### config.mk
export PLATFORM = sky130hd
export DESIGN_NAME = round_robin_tick_scheduler
export DESIGN_NICKNAME = d
export VERILOG_FILES = /design/src/design/rrts_pkg.sv /design/src/design/round_robin_tick_scheduler.sv /design/src/design/rrts_ram.sv
export VERILOG_INCLUDE_DIRS = /design/src /design/src/design
export SDC_FILE = /design/constraint.sdc
export NUM_CORES = 1
export LEC_CHECK = 0
export ABC_AREA = 1
export BUFFER_PORTS_ARGS = -buffer_cell sky130_fd_sc_hd__buf_2
export CAP_MARGIN = 15
export CORE_MARGIN = 5
export CORE_UTILIZATION = 32
export DETAILED_ROUTE_END_ITERATION = 7
export PLACE_DENSITY_LB_ADDON = 0.2
export RECOVER_POWER = 50
export SETUP_SLACK_MARGIN = 0.05
export SYNTH_ARGS = -nofsm -noshare
export SYNTH_HDL_FRONTEND = slang
export SYNTH_SLANG_ARGS = --single-unit
### constraint.sdc
create_clock -name clk_i -period 7.3 [get_ports clk_i]
set_clock_uncertainty 0.2 [all_clocks]
set_input_delay 0.73 -clock clk_i [delete_from_list [all_inputs] [get_ports clk_i]]
set_output_delay 0.73 -clock clk_i [all_outputs]
set_load 0.03 [all_outputs]
### src/design/assert_macros.svh
// Assertion macros shared by the scheduler RTL.
// Expects clk_i and rst_ni in the scope of use.
`ifndef ASSERT_MACROS_SVH
`define ASSERT_MACROS_SVH

// same-cycle implication
`define CHK_IMP(lbl, ante, cons) \
  lbl: assert property (@(posedge clk_i) disable iff (!rst_ni) (ante) |-> (cons)) \
    else $error("scheduler check failed");

// next-cycle implication
`define CHK_NXT(lbl, ante, cons) \
  lbl: assert property (@(posedge clk_i) disable iff (!rst_ni) (ante) |=> (cons)) \
    else $error("scheduler check failed");

`endif

### src/design/rrts_pkg.sv
// Types and constants of the round-robin tick scheduler.
// No dependencies; used by the top level.
`timescale 1ns / 1ps
package rrts_pkg;

  localparam int unsigned DEF_PROC_SLOTS = 4;
  localparam int unsigned DEF_COUNT_BITS = 16;
  localparam int unsigned SLICE_W        = 16;
  localparam int unsigned TICKS_W        = 16;
  localparam logic [SLICE_W-1:0] SLICE_RST = 16'd16;

  typedef enum logic [2:0] {
    OP_TICK   = 3'd0,
    OP_SLEEP  = 3'd1,
    OP_EXIT   = 3'd2,
    OP_BLOCK  = 3'd3,
    OP_WAKE   = 3'd4,
    OP_CREATE = 3'd5
  } op_e;

  typedef enum logic [1:0] {
    SS_DEAD     = 2'd0,
    SS_RUNNABLE = 2'd1,
    SS_RUNNING  = 2'd2,
    SS_BLOCKED  = 2'd3
  } slot_state_e;

  typedef struct packed {
    op_e                op;
    logic [1:0]         target_slot;
    logic [TICKS_W-1:0] sleep_ticks;
  } req_t;

  typedef struct packed {
    logic [1:0] running_slot;
    logic       switched;
    logic [1:0] created_slot;
    logic       status;
  } rsp_t;

endpackage

### src/design/round_robin_tick_scheduler.sv
// Round-robin tick scheduler: slot records in one RAM, walked one slot a cycle.
// Tick ops read the current slot, walk the others and finish; wake ops first update the target;
// create scans from slot 0 for a dead slot; no-action ops answer from idle; single RAM read port.
// Next request is taken in the cycle the strobe shows; results cannot be held off.
// Reset: slot 0 running, others dead via per-slot valid bits; no clearing pass.
`timescale 1ns / 1ps
`include "assert_macros.svh"
module round_robin_tick_scheduler #(
  parameter int unsigned PROC_SLOTS = rrts_pkg::DEF_PROC_SLOTS,
  parameter int unsigned COUNT_BITS = rrts_pkg::DEF_COUNT_BITS
) (
  input  logic                           clk_i,
  input  logic                           rst_ni,
  input  logic                           start,
  output logic                           busy,
  input  rrts_pkg::req_t                 req_i,
  output logic                           rsp_valid_o,
  output rrts_pkg::rsp_t                 rsp_o,
  input  logic                           cfg_we_i,
  input  logic [rrts_pkg::SLICE_W-1:0]   cfg_wdata_i
);
  import rrts_pkg::*;

  localparam int unsigned SLOT_W = $clog2(PROC_SLOTS);
  localparam int unsigned REC_W  = 3 + 2 * COUNT_BITS;
  localparam int unsigned CMP_W  = (COUNT_BITS > SLICE_W) ? COUNT_BITS : SLICE_W;
  localparam int unsigned TEX_W  = (COUNT_BITS > TICKS_W) ? COUNT_BITS : TICKS_W;
  localparam logic [SLOT_W-1:0] LAST_SLOT = SLOT_W'(PROC_SLOTS - 1);

  typedef struct packed {
    slot_state_e           st;
    logic                  wf;
    logic [COUNT_BITS-1:0] sleep;
    logic [COUNT_BITS-1:0] run;
  } rec_t;

  typedef enum logic [7:0] {
    FS_IDLE    = 8'b0000_0001,
    FS_TGT_RD  = 8'b0000_0010,
    FS_CUR_ISS = 8'b0000_0100,
    FS_CUR_RD  = 8'b0000_1000,
    FS_WALK    = 8'b0001_0000,
    FS_SCAN    = 8'b0010_0000,
    FS_FIN_CUR = 8'b0100_0000,
    FS_FIN_NEW = 8'b1000_0000
  } fsm_e;

  function automatic logic [SLOT_W-1:0] nxt(input logic [SLOT_W-1:0] s);
    return (s == LAST_SLOT) ? '0 : s + 1'b1;
  endfunction

  function automatic logic [1:0] to2(input logic [SLOT_W-1:0] s);
    logic [SLOT_W+1:0] e;
    e = (SLOT_W + 2)'(s);
    return e[1:0];
  endfunction

  function automatic rec_t count_down(input rec_t r);
    rec_t o;
    o = r;
    if (r.st == SS_BLOCKED && !r.wf) begin
      if (r.sleep <= COUNT_BITS'(1)) begin
        o.sleep = '0;
        o.st    = SS_RUNNABLE;
      end else begin
        o.sleep = r.sleep - 1'b1;
      end
    end
    return o;
  endfunction

  fsm_e                  state_q, state_d;
  req_t                  req_q, req_d;
  logic [SLOT_W-1:0]     cur_q, cur_d;
  logic [SLICE_W-1:0]    slice_q;
  rec_t                  cur_rec_q, cur_rec_d;
  rec_t                  found_rec_q, found_rec_d;
  rec_t                  rec0_q, rec0_d;
  rec_t                  new_rec_q, new_rec_d;
  logic                  found_q, found_d;
  logic [SLOT_W-1:0]     found_slot_q, found_slot_d;
  logic [SLOT_W-1:0]     new_q, new_d;
  logic [SLOT_W-1:0]     left_q, left_d;
  logic [SLOT_W-1:0]     rd_addr_q;
  logic [PROC_SLOTS-1:0] valid_q, valid_d;
  logic                  rsp_valid_q, rsp_valid_d;
  rsp_t                  rsp_q, rsp_d;

  logic                  ram_we, ram_re;
  logic [SLOT_W-1:0]     ram_waddr, ram_raddr;
  rec_t                  ram_wrec, rd_rec, upd, dem, nrec;
  logic [REC_W-1:0]      ram_rdata;
  logic [SLOT_W-1:0]     nslot;
  logic [SLOT_W+1:0]     tgt_ext;
  logic                  tgt_ok, act, keep;
  logic [TEX_W-1:0]      ticks_ext;
  logic [COUNT_BITS-1:0] ticks_sat;

  rrts_ram #(
    .WIDTH(REC_W),
    .DEPTH(PROC_SLOTS)
  ) u_ram (
    .clk_i  (clk_i),
    .we_i   (ram_we),
    .waddr_i(ram_waddr),
    .wdata_i(ram_wrec),
    .re_i   (ram_re),
    .raddr_i(ram_raddr),
    .rdata_o(ram_rdata)
  );

  always_comb begin
    rd_rec = rec_t'(ram_rdata);
    if (!valid_q[rd_addr_q]) begin
      rd_rec    = '0;
      rd_rec.st = (rd_addr_q == '0) ? SS_RUNNING : SS_DEAD;
    end
  end

  assign upd       = count_down(rd_rec);
  assign tgt_ext   = (SLOT_W + 2)'(req_i.target_slot);
  assign tgt_ok    = 32'(req_i.target_slot) < PROC_SLOTS;
  assign ticks_ext = TEX_W'(req_q.sleep_ticks);
  assign ticks_sat = (ticks_ext > TEX_W'({COUNT_BITS{1'b1}})) ? '1
                                                              : ticks_ext[COUNT_BITS-1:0];
  assign keep      = cur_rec_q.st == SS_RUNNING &&
                     CMP_W'(cur_rec_q.run) < CMP_W'(slice_q);

  always_comb begin
    dem = cur_rec_q;
    if (cur_rec_q.st == SS_RUNNING) begin
      dem.st  = SS_RUNNABLE;
      dem.run = '0;
    end
    if (found_q) begin
      nslot = found_slot_q;
      nrec  = found_rec_q;
    end else if (dem.st == SS_RUNNABLE) begin
      nslot = cur_q;
      nrec  = dem;
    end else begin
      nslot = '0;
      nrec  = (cur_q == '0) ? dem : rec0_q;
    end
    nrec.st  = SS_RUNNING;
    nrec.run = COUNT_BITS'(1);
  end

  always_comb begin
    act = 1'b0;
    case (req_i.op)
      OP_TICK, OP_EXIT, OP_BLOCK, OP_WAKE: act = 1'b1;
      OP_SLEEP:                            act = req_i.sleep_ticks != '0;
      default:                             act = 1'b0;
    endcase
  end

  always_comb begin
    state_d      = state_q;
    req_d        = req_q;
    cur_d        = cur_q;
    cur_rec_d    = cur_rec_q;
    found_rec_d  = found_rec_q;
    rec0_d       = rec0_q;
    new_rec_d    = new_rec_q;
    found_d      = found_q;
    found_slot_d = found_slot_q;
    new_d        = new_q;
    left_d       = left_q;
    rsp_valid_d  = 1'b0;
    rsp_d        = rsp_q;
    ram_we       = 1'b0;
    ram_waddr    = rd_addr_q;
    ram_wrec     = upd;
    ram_re       = 1'b0;
    ram_raddr    = cur_q;

    case (state_q)
      FS_IDLE: begin
        if (start) begin
          req_d = req_i;
          if (!act && req_i.op != OP_CREATE) begin
            rsp_valid_d = 1'b1;
            rsp_d       = '{running_slot: to2(cur_q), switched: 1'b0,
                            created_slot: 2'd0, status: 1'b0};
          end else if (req_i.op == OP_WAKE && tgt_ok) begin
            ram_re    = 1'b1;
            ram_raddr = tgt_ext[SLOT_W-1:0];
            state_d   = FS_TGT_RD;
          end else begin
            ram_re  = 1'b1;
            state_d = FS_CUR_RD;
          end
        end
      end
      FS_TGT_RD: begin
        ram_we   = 1'b1;
        ram_wrec = rd_rec;
        if (rd_rec.st == SS_BLOCKED) begin
          ram_wrec.st    = SS_RUNNABLE;
          ram_wrec.sleep = '0;
          ram_wrec.wf    = 1'b0;
        end
        state_d = FS_CUR_ISS;
      end
      FS_CUR_ISS: begin
        ram_re  = 1'b1;
        state_d = FS_CUR_RD;
      end
      FS_CUR_RD: begin
        cur_rec_d = rd_rec;
        case (req_q.op)
          OP_SLEEP: begin
            cur_rec_d.st    = SS_BLOCKED;
            cur_rec_d.sleep = ticks_sat;
            cur_rec_d.wf    = 1'b0;
          end
          OP_EXIT:  cur_rec_d.st = SS_DEAD;
          OP_BLOCK: begin
            cur_rec_d.st = SS_BLOCKED;
            cur_rec_d.wf = 1'b1;
          end
          default: ;
        endcase
        ram_re = 1'b1;
        if (req_q.op == OP_CREATE) begin
          ram_raddr = '0;
          state_d   = FS_SCAN;
        end else begin
          ram_raddr = nxt(cur_q);
          left_d    = LAST_SLOT;
          found_d   = 1'b0;
          state_d   = FS_WALK;
        end
      end
      FS_WALK: begin
        ram_we = 1'b1;
        if (!found_q && rd_addr_q != '0 && upd.st == SS_RUNNABLE) begin
          found_d      = 1'b1;
          found_slot_d = rd_addr_q;
          found_rec_d  = upd;
        end
        if (rd_addr_q == '0) begin
          rec0_d = upd;
        end
        if (left_q == SLOT_W'(1)) begin
          state_d = FS_FIN_CUR;
        end else begin
          ram_re    = 1'b1;
          ram_raddr = nxt(rd_addr_q);
          left_d    = left_q - 1'b1;
        end
      end
      FS_SCAN: begin
        if (rd_rec.st == SS_DEAD) begin
          ram_we         = 1'b1;
          ram_wrec       = cur_rec_q;
          ram_wrec.st    = SS_RUNNABLE;
          rsp_valid_d    = 1'b1;
          rsp_d          = '{running_slot: to2(cur_q), switched: 1'b0,
                             created_slot: to2(rd_addr_q), status: 1'b0};
          state_d        = FS_IDLE;
        end else if (rd_addr_q == LAST_SLOT) begin
          rsp_valid_d = 1'b1;
          rsp_d       = '{running_slot: to2(cur_q), switched: 1'b0,
                          created_slot: 2'd0, status: 1'b1};
          state_d     = FS_IDLE;
        end else begin
          ram_re    = 1'b1;
          ram_raddr = rd_addr_q + 1'b1;
        end
      end
      FS_FIN_CUR: begin
        ram_we    = 1'b1;
        ram_waddr = cur_q;
        if (keep) begin
          ram_wrec = cur_rec_q;
          if (cur_rec_q.run != '1) begin
            ram_wrec.run = cur_rec_q.run + 1'b1;
          end
          rsp_valid_d = 1'b1;
          rsp_d       = '{running_slot: to2(cur_q), switched: 1'b0,
                          created_slot: 2'd0, status: 1'b0};
          state_d     = FS_IDLE;
        end else if (nslot == cur_q) begin
          ram_wrec    = nrec;
          rsp_valid_d = 1'b1;
          rsp_d       = '{running_slot: to2(cur_q), switched: 1'b1,
                          created_slot: 2'd0, status: 1'b0};
          state_d     = FS_IDLE;
        end else begin
          ram_wrec  = dem;
          new_d     = nslot;
          new_rec_d = nrec;
          state_d   = FS_FIN_NEW;
        end
      end
      FS_FIN_NEW: begin
        ram_we      = 1'b1;
        ram_waddr   = new_q;
        ram_wrec    = new_rec_q;
        cur_d       = new_q;
        rsp_valid_d = 1'b1;
        rsp_d       = '{running_slot: to2(new_q), switched: 1'b1,
                        created_slot: 2'd0, status: 1'b0};
        state_d     = FS_IDLE;
      end
      default: state_d = FS_IDLE;
    endcase
  end

  always_comb begin
    valid_d = valid_q;
    if (ram_we) begin
      valid_d[ram_waddr] = 1'b1;
    end
  end

  always_ff @(posedge clk_i or negedge rst_ni) begin
    if (!rst_ni) begin
      state_q     <= FS_IDLE;
      cur_q       <= '0;
      slice_q     <= SLICE_RST;
      valid_q     <= '0;
      rd_addr_q   <= '0;
      rsp_valid_q <= 1'b0;
    end else begin
      state_q     <= state_d;
      cur_q       <= cur_d;
      valid_q     <= valid_d;
      rsp_valid_q <= rsp_valid_d;
      if (ram_re) begin
        rd_addr_q <= ram_raddr;
      end
      if (cfg_we_i) begin
        slice_q <= cfg_wdata_i;
      end
    end
  end

  always_ff @(posedge clk_i) begin
    req_q        <= req_d;
    cur_rec_q    <= cur_rec_d;
    found_rec_q  <= found_rec_d;
    rec0_q       <= rec0_d;
    new_rec_q    <= new_rec_d;
    found_q      <= found_d;
    found_slot_q <= found_slot_d;
    new_q        <= new_d;
    left_q       <= left_d;
    rsp_q        <= rsp_d;
  end

  assign busy        = state_q != FS_IDLE;
  assign rsp_valid_o = rsp_valid_q;
  assign rsp_o       = rsp_q;

  `CHK_IMP(a_rsp_when_idle, rsp_valid_o, !busy)
  `CHK_NXT(a_request_taken, start && !busy, busy || rsp_valid_o)
  `CHK_IMP(a_write_when_busy, ram_we, busy)
  `CHK_IMP(a_walk_skips_cur, ram_we && state_q == FS_WALK, ram_waddr != cur_q)

endmodule

### src/design/rrts_ram.sv
// Generic single-write, single-read RAM with registered read data.
// No dependencies.
`timescale 1ns / 1ps
module rrts_ram #(
  parameter int unsigned WIDTH = 8,
  parameter int unsigned DEPTH = 4
) (
  input  logic                     clk_i,
  input  logic                     we_i,
  input  logic [$clog2(DEPTH)-1:0] waddr_i,
  input  logic [WIDTH-1:0]         wdata_i,
  input  logic                     re_i,
  input  logic [$clog2(DEPTH)-1:0] raddr_i,
  output logic [WIDTH-1:0]         rdata_o
);

  logic [WIDTH-1:0] mem_q [DEPTH];
  logic [WIDTH-1:0] rdata_q;

  always_ff @(posedge clk_i) begin
    if (we_i) begin
      mem_q[waddr_i] <= wdata_i;
    end
    if (re_i) begin
      rdata_q <= mem_q[raddr_i];
    end
  end

  assign rdata_o = rdata_q;

endmodule
==> results of run 1 <==
==> final timing paths <==
kind                                   start  slack (ns)  cells past startpoint               to
worst max register to register  rd_addr_q[0]        1.91                     16  found_rec_q[17]
worst min register to register    valid_q[2]        0.28                      1       valid_q[2]
worst min-delay path                req_i[5]        0.18                      1     ticks_ext[5]
max in group asynchronous             rst_ni        5.24                      1       valid_q[0]
min in group asynchronous             rst_ni        0.53                      1       slice_q[6]
worst max-delay path            rd_addr_q[0]        1.91                     16  found_rec_q[17]
==> final cells by class <==
class / instances / area (um^2) / share of cell area
timing repair buffer: 66 / 332 / 0.0180
tap: 680 / 851 / 0.0463
sequential: 326 / 9630 / 0.524
inverter: 210 / 793 / 0.0431
clock buffer: 52 / 1030 / 0.0563
multi-input combinational: 1117 / 5620 / 0.305
clock inverter: 15 / 131 / 0.00715
==> critical path, cell delays in order (launching register included) <==
cell and delay (ns):
dfrtp_1 0.48, inv_1 0.18, nand2_2 0.05, nand3_1 0.38, nand2_1 0.66, inv_1 0.72
nand2_1 0.25, inv_1 0.18, ha_1 0.15, or2_2 0.10, nand3_1 0.08, nor2_2 0.12
nand3_1 0.40, inv_4 0.26, o21ai_2 0.08, nor2_1 0.38, buf_4 0.36
==> flip-flops by register name, indices dropped and copies added, names as in the netlist <==
name	count
u_ram.mem_q	140
cur_rec_q	35
u_ram.rdata_o	35
found_rec_q	17
new_rec_q	17
rec0_q	17
slice_q	16
ticks_ext	16
state_q	8
rsp_o	6
valid_q	4
req_q	3
cur_q	2
found_slot_q	2
left_q	2
new_q	2
rd_addr_q	2
found_q	1
rsp_valid_o	1
==> layer usage <==
metal | wire length [um] | vias to the layer above | global-route usage
li1 | - | 5901 | -
met1 | 20000 | 5887 | 0.209
met2 | 22400 | 270 | 0.269
met3 | 2000 | 75 | 0.0246
met4 | 1240 | 0 | 0.0451
met5 | 0 | - | 0
==> cells in the final DEF, fill, tap and decap left out, types with 6 or more instances in the layout <==
cell type / count
clkinv_1: 10
dfrtp_1: 31
a21oi_1: 56
nand3b_1: 70
nand4_1: 21
o211ai_1: 23
o21ai_1: 6
buf_4: 14
buf_2: 25
nand3_1: 146
clkbuf_16: 39
nor2_1: 119
a22oi_1: 12
nand2_1: 451
o21ai_0: 97
a221oi_1: 8
inv_1: 202
edfxtp_1: 293
o21a_1: 11
xor2_1: 10
ha_1: 26
clkbuf_1: 39
nor3_1: 14
==> logic make-up (layout without fill, tap and decap cells) <==
family / count (synthesis) / count (layout)
fa+ha+maj: 26 / 26
xor+xnor: 13 / 13
mux: 1 / 1
buf+inv: 281 / 343
compound gates: 225 / 225
flops: 326 / 326
simple gates: 852 / 852
==> through the flow <==
stage	total power (uW)	hold WS, ns	setup WS (ns)	util	instances
after floorplan	5070	0.233	3.64	-	1724
after global placement	5950	0.259	3.20	0.339	2399
after detailed placement	6000	0.273	3.11	0.339	2399
after CTS	7840	0.101	3.08	0.362	2466
after global routing	8210	0.169	1.40	0.360	2466
final	7680	0.183	1.91	0.360	2466
==> power by group <==
| part | switching, uW | internal, uW | total, uW |
|---|---|---|---|
| logic | 2230 | 745 | 2980 |
| registers | 186 | 2710 | 2890 |
| clock network | 745 | 1060 | 1810 |
| total | 3170 | 4510 | 7680 |
==> reports/results.env, run 1 <==
TOP_CELL_TYPE_S_SHARE_OF_SYNTHESIZED_AREA=0.534
DIEAREA_UM2=56100
SYNTH-SEQ-CELLS=326
SYNTHSIMPLEGATEAREAFRAC=0.237
FINAL.SETUP.TNS_NS=0
CLOCK_PIN_TRANSITION_ON_THE_WORST_SETUP_AND_HOLD_TIMING_PATHS_NS=0.06
NUMCTSBUFFERS=37
FLOORPLAN.ROWS=83
SYNTH-EDFF-COUNT=293
FINAL_MAX_SLEW_VIOL_COUNT=124
FINAL_ESTIMATED_ROUTING_CONGESTION_IN_GLOBAL_PLACEMENT=0.865
FINAL_CELL_AREA_UM2=18400
WORST_SKEW_LATE_LATENCY_NS=0.54
STATIC-LEAKAGE-POWER_uW=0.00749
TIMING.FMAX_GHz=0.186
COMBINATIONAL_FAMILY_WITH_THE_MOST_AREA_AFTER_SYNTHESIS='simple AND/OR/NAND/NOR gates'
IO_BUFFER_COUNT=48
YS_WARN_COUNT=0
CRITICAL_PATH_CLASS='reg -> reg'
SYNTHTOPCELLSBYAREA='edfxtp_1 53%, nand2_1 10%, dfrtp_1 4.7%, inv_1 4.6%, nand3_1 4.3%'
GRT_ANTENNA_BEFORE_REPAIR=0
SYNTH_TOP_CELL_BY_AREA='edfxtp_1'
HOLD_PATH.CLASS='in -> reg'
NUMBER_OF_NETS_IN_THE_LAYOUT=1825
WORST-ENDPOINT-REQUIRED_NS=7.31
GRT_PASS1_VIAS=11511
DR_TOTAL_VIAS=12133
SYNTH_COMPOUND_AREA_FRAC=0.0798
GRT_SETUP_UNREPAIRED='no'
CRITPATHCAPTURETYPE='flip-flop'
SYNTHESIS.NETS=1791
GRT_START_MAX_NET_PINS=72
DIE_WIDTH_UM=237
XOR_AND_XNOR_FRACTION_OF_THE_MAPPED_NETLIST_AREA=0.00692
POST_SYNTHESIS_SHARE_OF_CELL_AREA_SPENT_ON_FULL_ADDERS_HALF_ADDERS_AND_MAJORITY_GATES=0.0198
SYNTHTOLAYOUTAREAGROWTH_PCT=11.7
SYNTHMOSTINSTANTIATEDCELL='nand2_1'
CTS-ROOT-TO-SINK-BUFFERS=3
ANTENNADIODECOUNT=0
CTS_RESIZED=0
POST_SYNTH.CELL_AREA_AVG_UM2=9.55
HOLD_VIOLATIONS=0
WIRELENGTH_UM=45700
VIASPERCELL=4.92
MAXCAPVIOLATIONS=5
CRITICAL_PATH.MAX_FANOUT=23
TRITONCTS_CLOCK_TREE='done'
POST_ROUTE_CELLS_DRIVE_ABOVE_1_SHARE=0.0683
START_UTIL=0.322
DRT_FIRST_ITER_VIOLATIONS=903
POSTPLACECELLAREA_UM2=17300
WORST-ENDPOINT-ARRIVAL_NS=5.40
GRT_REMAINING_OVERFLOW=0
DETAILED_PLACEMENT_WIRELENGTH_ESTIMATE_UM=29800
YOSYSUNIQUECELLTYPES=48
CP-START-KIND='flip-flop'
MUXSHAREOFSYNTHAREA=0.000684
SYNTH-ASYNC-RESET-RATIO=0.101
FIRST_PASS_GRT_WIRE_LENGTH_UM=69400
SYNTH.YOSYS.SEQ_AREA_SHARE=0.585
DRCVIOLATIONCOUNT=0
MOST_INSTANTIATED_CELLS_AFTER_SYNTHESIS='446 x nand2_1, 293 x edfxtp_1, 201 x inv_1, 142 x nand3_1, 116 x nor2_1'
DOMINANTREGCELLSYNTH='edfxtp_1'
POST-CTS-SETUP-BUFFERS=0
POST_CTS_HOLD_BUFFER_COUNT=0
DIE_HEIGHT_UM=237
ROUTED_WIRE_LENGTH_PER_INSTANCE_UM=18.5
CTS.HTREE.LEVELS=2
SLEW_HEADROOM=-0.288
DRT_PRE_ANTENNA_ITERS=5
VDD_DROP_MAX_uV=240
CTS.ROOT.BUFFER_CELL='clkbuf_16'
FINAL_ANTENNA_NET_COUNT=0
POST_SYNTH_INST_COUNT=1724
MAX_SLEW.WORST_PIN.SLEW_NS=1.93
GLOBAL_ROUTE.USAGE.TOTAL=0.158
RUN_STATUS='finished, violations left'
FILLCELLCOUNT=5214
MAPPEDNETLISTAREA_UM2=16500
FAILED_CHECKS='capacitance limit, slew limit'
PIN_COUNT=49
DESIGN.CORE.AREA_UM2=51100
FIN_CRIT_NS=5.39
TIMING.FINAL.CRIT_SHARE=0.738
POWERDENSITY_nW_PER_UM2=418
CLOCK_SINK_COUNT=326
FINALSETUPVIOLATIONS=0
(Power assumes the default switching activity.)
==> run 2: changes to the inputs <==
==> constraint.sdc (replaced) <==
create_clock -name clk_i -period 5.2 [get_ports clk_i]
set_clock_uncertainty 0.2 [all_clocks]
set_input_delay 0.52 -clock clk_i [delete_from_list [all_inputs] [get_ports clk_i]]
set_output_delay 0.52 -clock clk_i [all_outputs]
set_load 0.03 [all_outputs]
==> run 2 against run 1 <==
Against the previous run: the flow still finishes with violations (capacitance limit, slew limit); sequential share of layout area shrank 1.3 points; hold slack got worse by 0.17 ns; routed wire length rose by 2.0%; largest cell class unchanged; highest routed layer unchanged.
==> reports/results.env, run 2 (synthesis results as in run 1) <==
FIRST_PASS_GRT_WIRE_LENGTH_UM=71600  # +3.2%
SHARE_COMB_OF_TOTAL_POWER=0.393  # +0.005
IO_BUFFER_COUNT=48  # unchanged
TIMING.FMAX_GHz=0.225  # +21%
WORST_SKEW_LATE_LATENCY_NS=0.54  # about the same
SEQ_POWER_SHARE=0.370  # -0.007
CRITICAL_PATH.MAX_FANOUT=23  # unchanged
TIMING.REG2REG.SETUP_SLACK_NS=0.75  # -1.16 ns
ROUTED_WIRE_LENGTH_PER_INSTANCE_UM=18.6  # +0.36%
SWITCHING_SHARE=0.411  # -0.000769
RUN_STATUS='finished, violations left'
LAYOUT_COMMONEST_CELL='nand2_1'
CRITICAL_PATH.CELL_CHAIN='inv_1 > nand2_2 > nand3_1 > nand2_4 > nand2_1 > nand2_1 > nor2_1 > nand2_1 > nand2_1 > inv_1 > nand3_1 > nand2_1 > clkinv_1 > buf_4'
POST-CTS-SETUP-BUFFERS=0  # unchanged
TOP_SIGNAL_LAYER_USED='met4'
CPMOSTUSEDCELL='nand2_1'
DRT_PRE_ANTENNA_ITERS=6  # +1
POST_LAYOUT_NONFILLER_INSTANCES=2506  # +1.6%
CTS-ROOT-TO-SINK-BUFFERS=3  # unchanged
TIMING.FINAL.CRIT_SHARE=0.856  # +0.118
TRITONCTS_CLOCK_TREE='done'
REG2REGPATHDEPTH=14  # -2
FINAL_MAX_SLEW_VIOL_COUNT=58  # -53%
ANTENNADIODECOUNT=0  # unchanged
POST_CTS_HOLD_BUFFER_COUNT=34  # +34
WL_MET1_UM=20500  # +2.7%
FINAL_ANTENNA_NET_COUNT=0  # unchanged
MAXCAPVIOLATIONS=2  # -3
NUMBER_OF_NETS_IN_THE_LAYOUT=1866  # +2.2%
CTS.HTREE.LEVELS=2  # unchanged
MIN_DELAY_SRC='cfg_wdata_i[4]'
CPPEAKSTAGEDELAY_NS=0.57  # -0.15 ns
POWER_FRAC_CLOCK=0.237  # +0.002
POWER_REPORT.INTERNAL_TOTAL_uW=6480  # +44%
PIN_COUNT=49  # unchanged
SETUP_SLACK_NS=0.749  # -1.16 ns
DIE_HEIGHT_UM=237  # unchanged
VDD_DROP_MAX_uV=253  # +5.1%
FIN_HOLD_WS_NS=0.0173  # -0.165 ns
ROUTE.MET2.WL_UM=22500  # +0.43%
VIASPERCELL=4.95  # +0.67%
FIN_CRIT_NS=4.45  # -0.936 ns
FAILED_CHECKS='capacitance limit, slew limit'
FINAL_ESTIMATED_ROUTING_CONGESTION_IN_GLOBAL_PLACEMENT=0.844  # -2.4%
FINALSETUPVIOLATIONS=0  # unchanged
STATIC-LEAKAGE-POWER_uW=0.00768  # +2.6%
R2R_END='u_ram.mem_q[0][17]'
GRT_SETUP_UNREPAIRED='no'
DETAILED_PLACEMENT_WIRELENGTH_ESTIMATE_UM=30600  # +2.7%
DR_TOTAL_VIAS=12412  # +2.3%
GRT_REMAINING_OVERFLOW=0  # unchanged
SYNTHTOLAYOUTAREAGROWTH_PCT=14.4
WORST-ENDPOINT-REQUIRED_NS=5.25  # -2.06 ns
POST_ROUTE_CELLS_DRIVE_ABOVE_1_SHARE=0.0717  # +0.00343
DRCVIOLATIONCOUNT=0  # unchanged
WIRELENGTH_UM=46600  # +2.0%
DRT_FIRST_ITER_VIOLATIONS=957  # +6.0%
START_UTIL=0.322  # unchanged
GRT_ANTENNA_BEFORE_REPAIR=0  # unchanged
MAX_SLEW.WORST_PIN.SLEW_NS=1.92  # -0.00899 ns
DESIGN.CORE.AREA_UM2=51100  # unchanged
SLEW_HEADROOM=-0.282  # +0.00599
CTS.ROOT.BUFFER_CELL='clkbuf_16'
GRT_START_MAX_NET_PINS=43  # -40%
CTS_RESIZED=0  # unchanged
HOLD_PATH.CLASS='in -> reg'
CRITICAL_PATH_CLASS='reg -> reg'
FLOORPLAN.ROWS=83  # unchanged
CRITPATHCAPTURETYPE='flip-flop'
DIE_WIDTH_UM=237  # unchanged
FINAL.SETUP.TNS_NS=0  # unchanged
GRT_PASS1_VIAS=12275  # +6.6%
POST-PLACE-WS_NS=1.15  # -1.96 ns
DIEAREA_UM2=56100  # unchanged
HOLD_VIOLATIONS=0  # unchanged
NUMCTSBUFFERS=37  # unchanged
CLOCK_SINK_COUNT=326  # unchanged
MAX_FLOP_REGISTER='u_ram.mem_q'
POWERDENSITY_nW_PER_UM2=584  # +40%
P_SW_uW=4530  # +43%
PLACED_CELLS=2406  # +0.29%
HOLD_PATH_END='slice_q[4]'
MOST-COMMON-LAYOUT-CELLS='451 x nand2_1, 293 x edfxtp_1, 201 x inv_1'
LARGEST_REGISTER_FFS=140  # unchanged
CLOCK_PIN_TRANSITION_ON_THE_WORST_SETUP_AND_HOLD_TIMING_PATHS_NS=0.06  # about the same
SLOWEST_STAGE_CELL_CP='clkinv_1'
GLOBAL_ROUTE.USAGE.TOTAL=0.162  # +0.00453
TOTAL_POWER_uW=11000  # +43%
WHS_PATH_DEPTH=3  # +2
CP-START-KIND='flip-flop'
WORST-ENDPOINT-ARRIVAL_NS=4.50  # -0.90 ns
MET3_LENGTH_UM=1850  # -7.3%
TIMING.RR.START='rd_addr_q[0]'
-- run 2: cell count changes in the layout (fill, tap and decap cells not counted), sizes merged, moves of 4 or more --
cell | previous run | this run
dlygate4sd3 | 0 | 34
buf | 39 | 43
clkbuf | 79 | 84
clkinv | 16 | 12
-- run 2: area by class of cell --
class,count,area [um^2]
Clock buffer,54,1060
Clock inverter,12,133
Fill cell,5189,32300
Inverter,210,793
Multi-Input combinational cell,1117,5640
Sequential cell,326,9630
Tap cell,680,851
Timing Repair Buffer,107,731
-- run 2: per-layer routing --
| metal | global-route usage | up-vias |
|---|---|---|
| met5 | 0 | - |
| met4 | 0.0607 | 0 |
| met3 | 0.0220 | 81 |
| met2 | 0.277 | 259 |
| met1 | 0.210 | 6075 |
| li1 | - | 5997 |
-- run 2: worst max-delay path: cells and delay by family, from the launching register on --
| family | cells | cell delay [ns] |
|---|---|---|
| flip-flops | 1 | 0.52 |
| buffers and inverters | 4 | 1.39 |
| AND/OR/NAND/NOR | 10 | 2.02 |
-- run 2: worst max-delay path by stage --
stage                            start                 end  slack [ns]  cells after the start
after floorplan             state_q[3]   u_ram.mem_q[3][0]        1.54                     10
after global placement    rd_addr_q[0]  u_ram.mem_q[0][22]        1.21                     14
after detailed placement    state_q[3]  u_ram.mem_q[0][20]        1.15                     13
after CTS                   state_q[3]  u_ram.mem_q[0][17]        1.13                     13
after global routing      rd_addr_q[0]  u_ram.mem_q[0][21]        0.46                     14
final                     rd_addr_q[0]  u_ram.mem_q[0][17]        0.75                     14
-- run 2: stage by stage --
stage / instance area [um^2] / util
2_1_floorplan: 16500 / -
3_3_place_gp: 17400 / 0.341
3_5_place_dp: 17400 / 0.341
4_1_cts: 18900 / 0.371
5_1_grt: 18800 / 0.369
6_report: 18800 / 0.369
-- run 2: power groups by stage --
stage	Clock (uW)	Combinational, uW	Sequential [uW]
after floorplan	0	3110	4010
final	2600	4330	4080
after global placement	0	4360	4140
after CTS	2670	4440	4080
after detailed placement	0	4400	4130
after global routing	2780	4840	4120
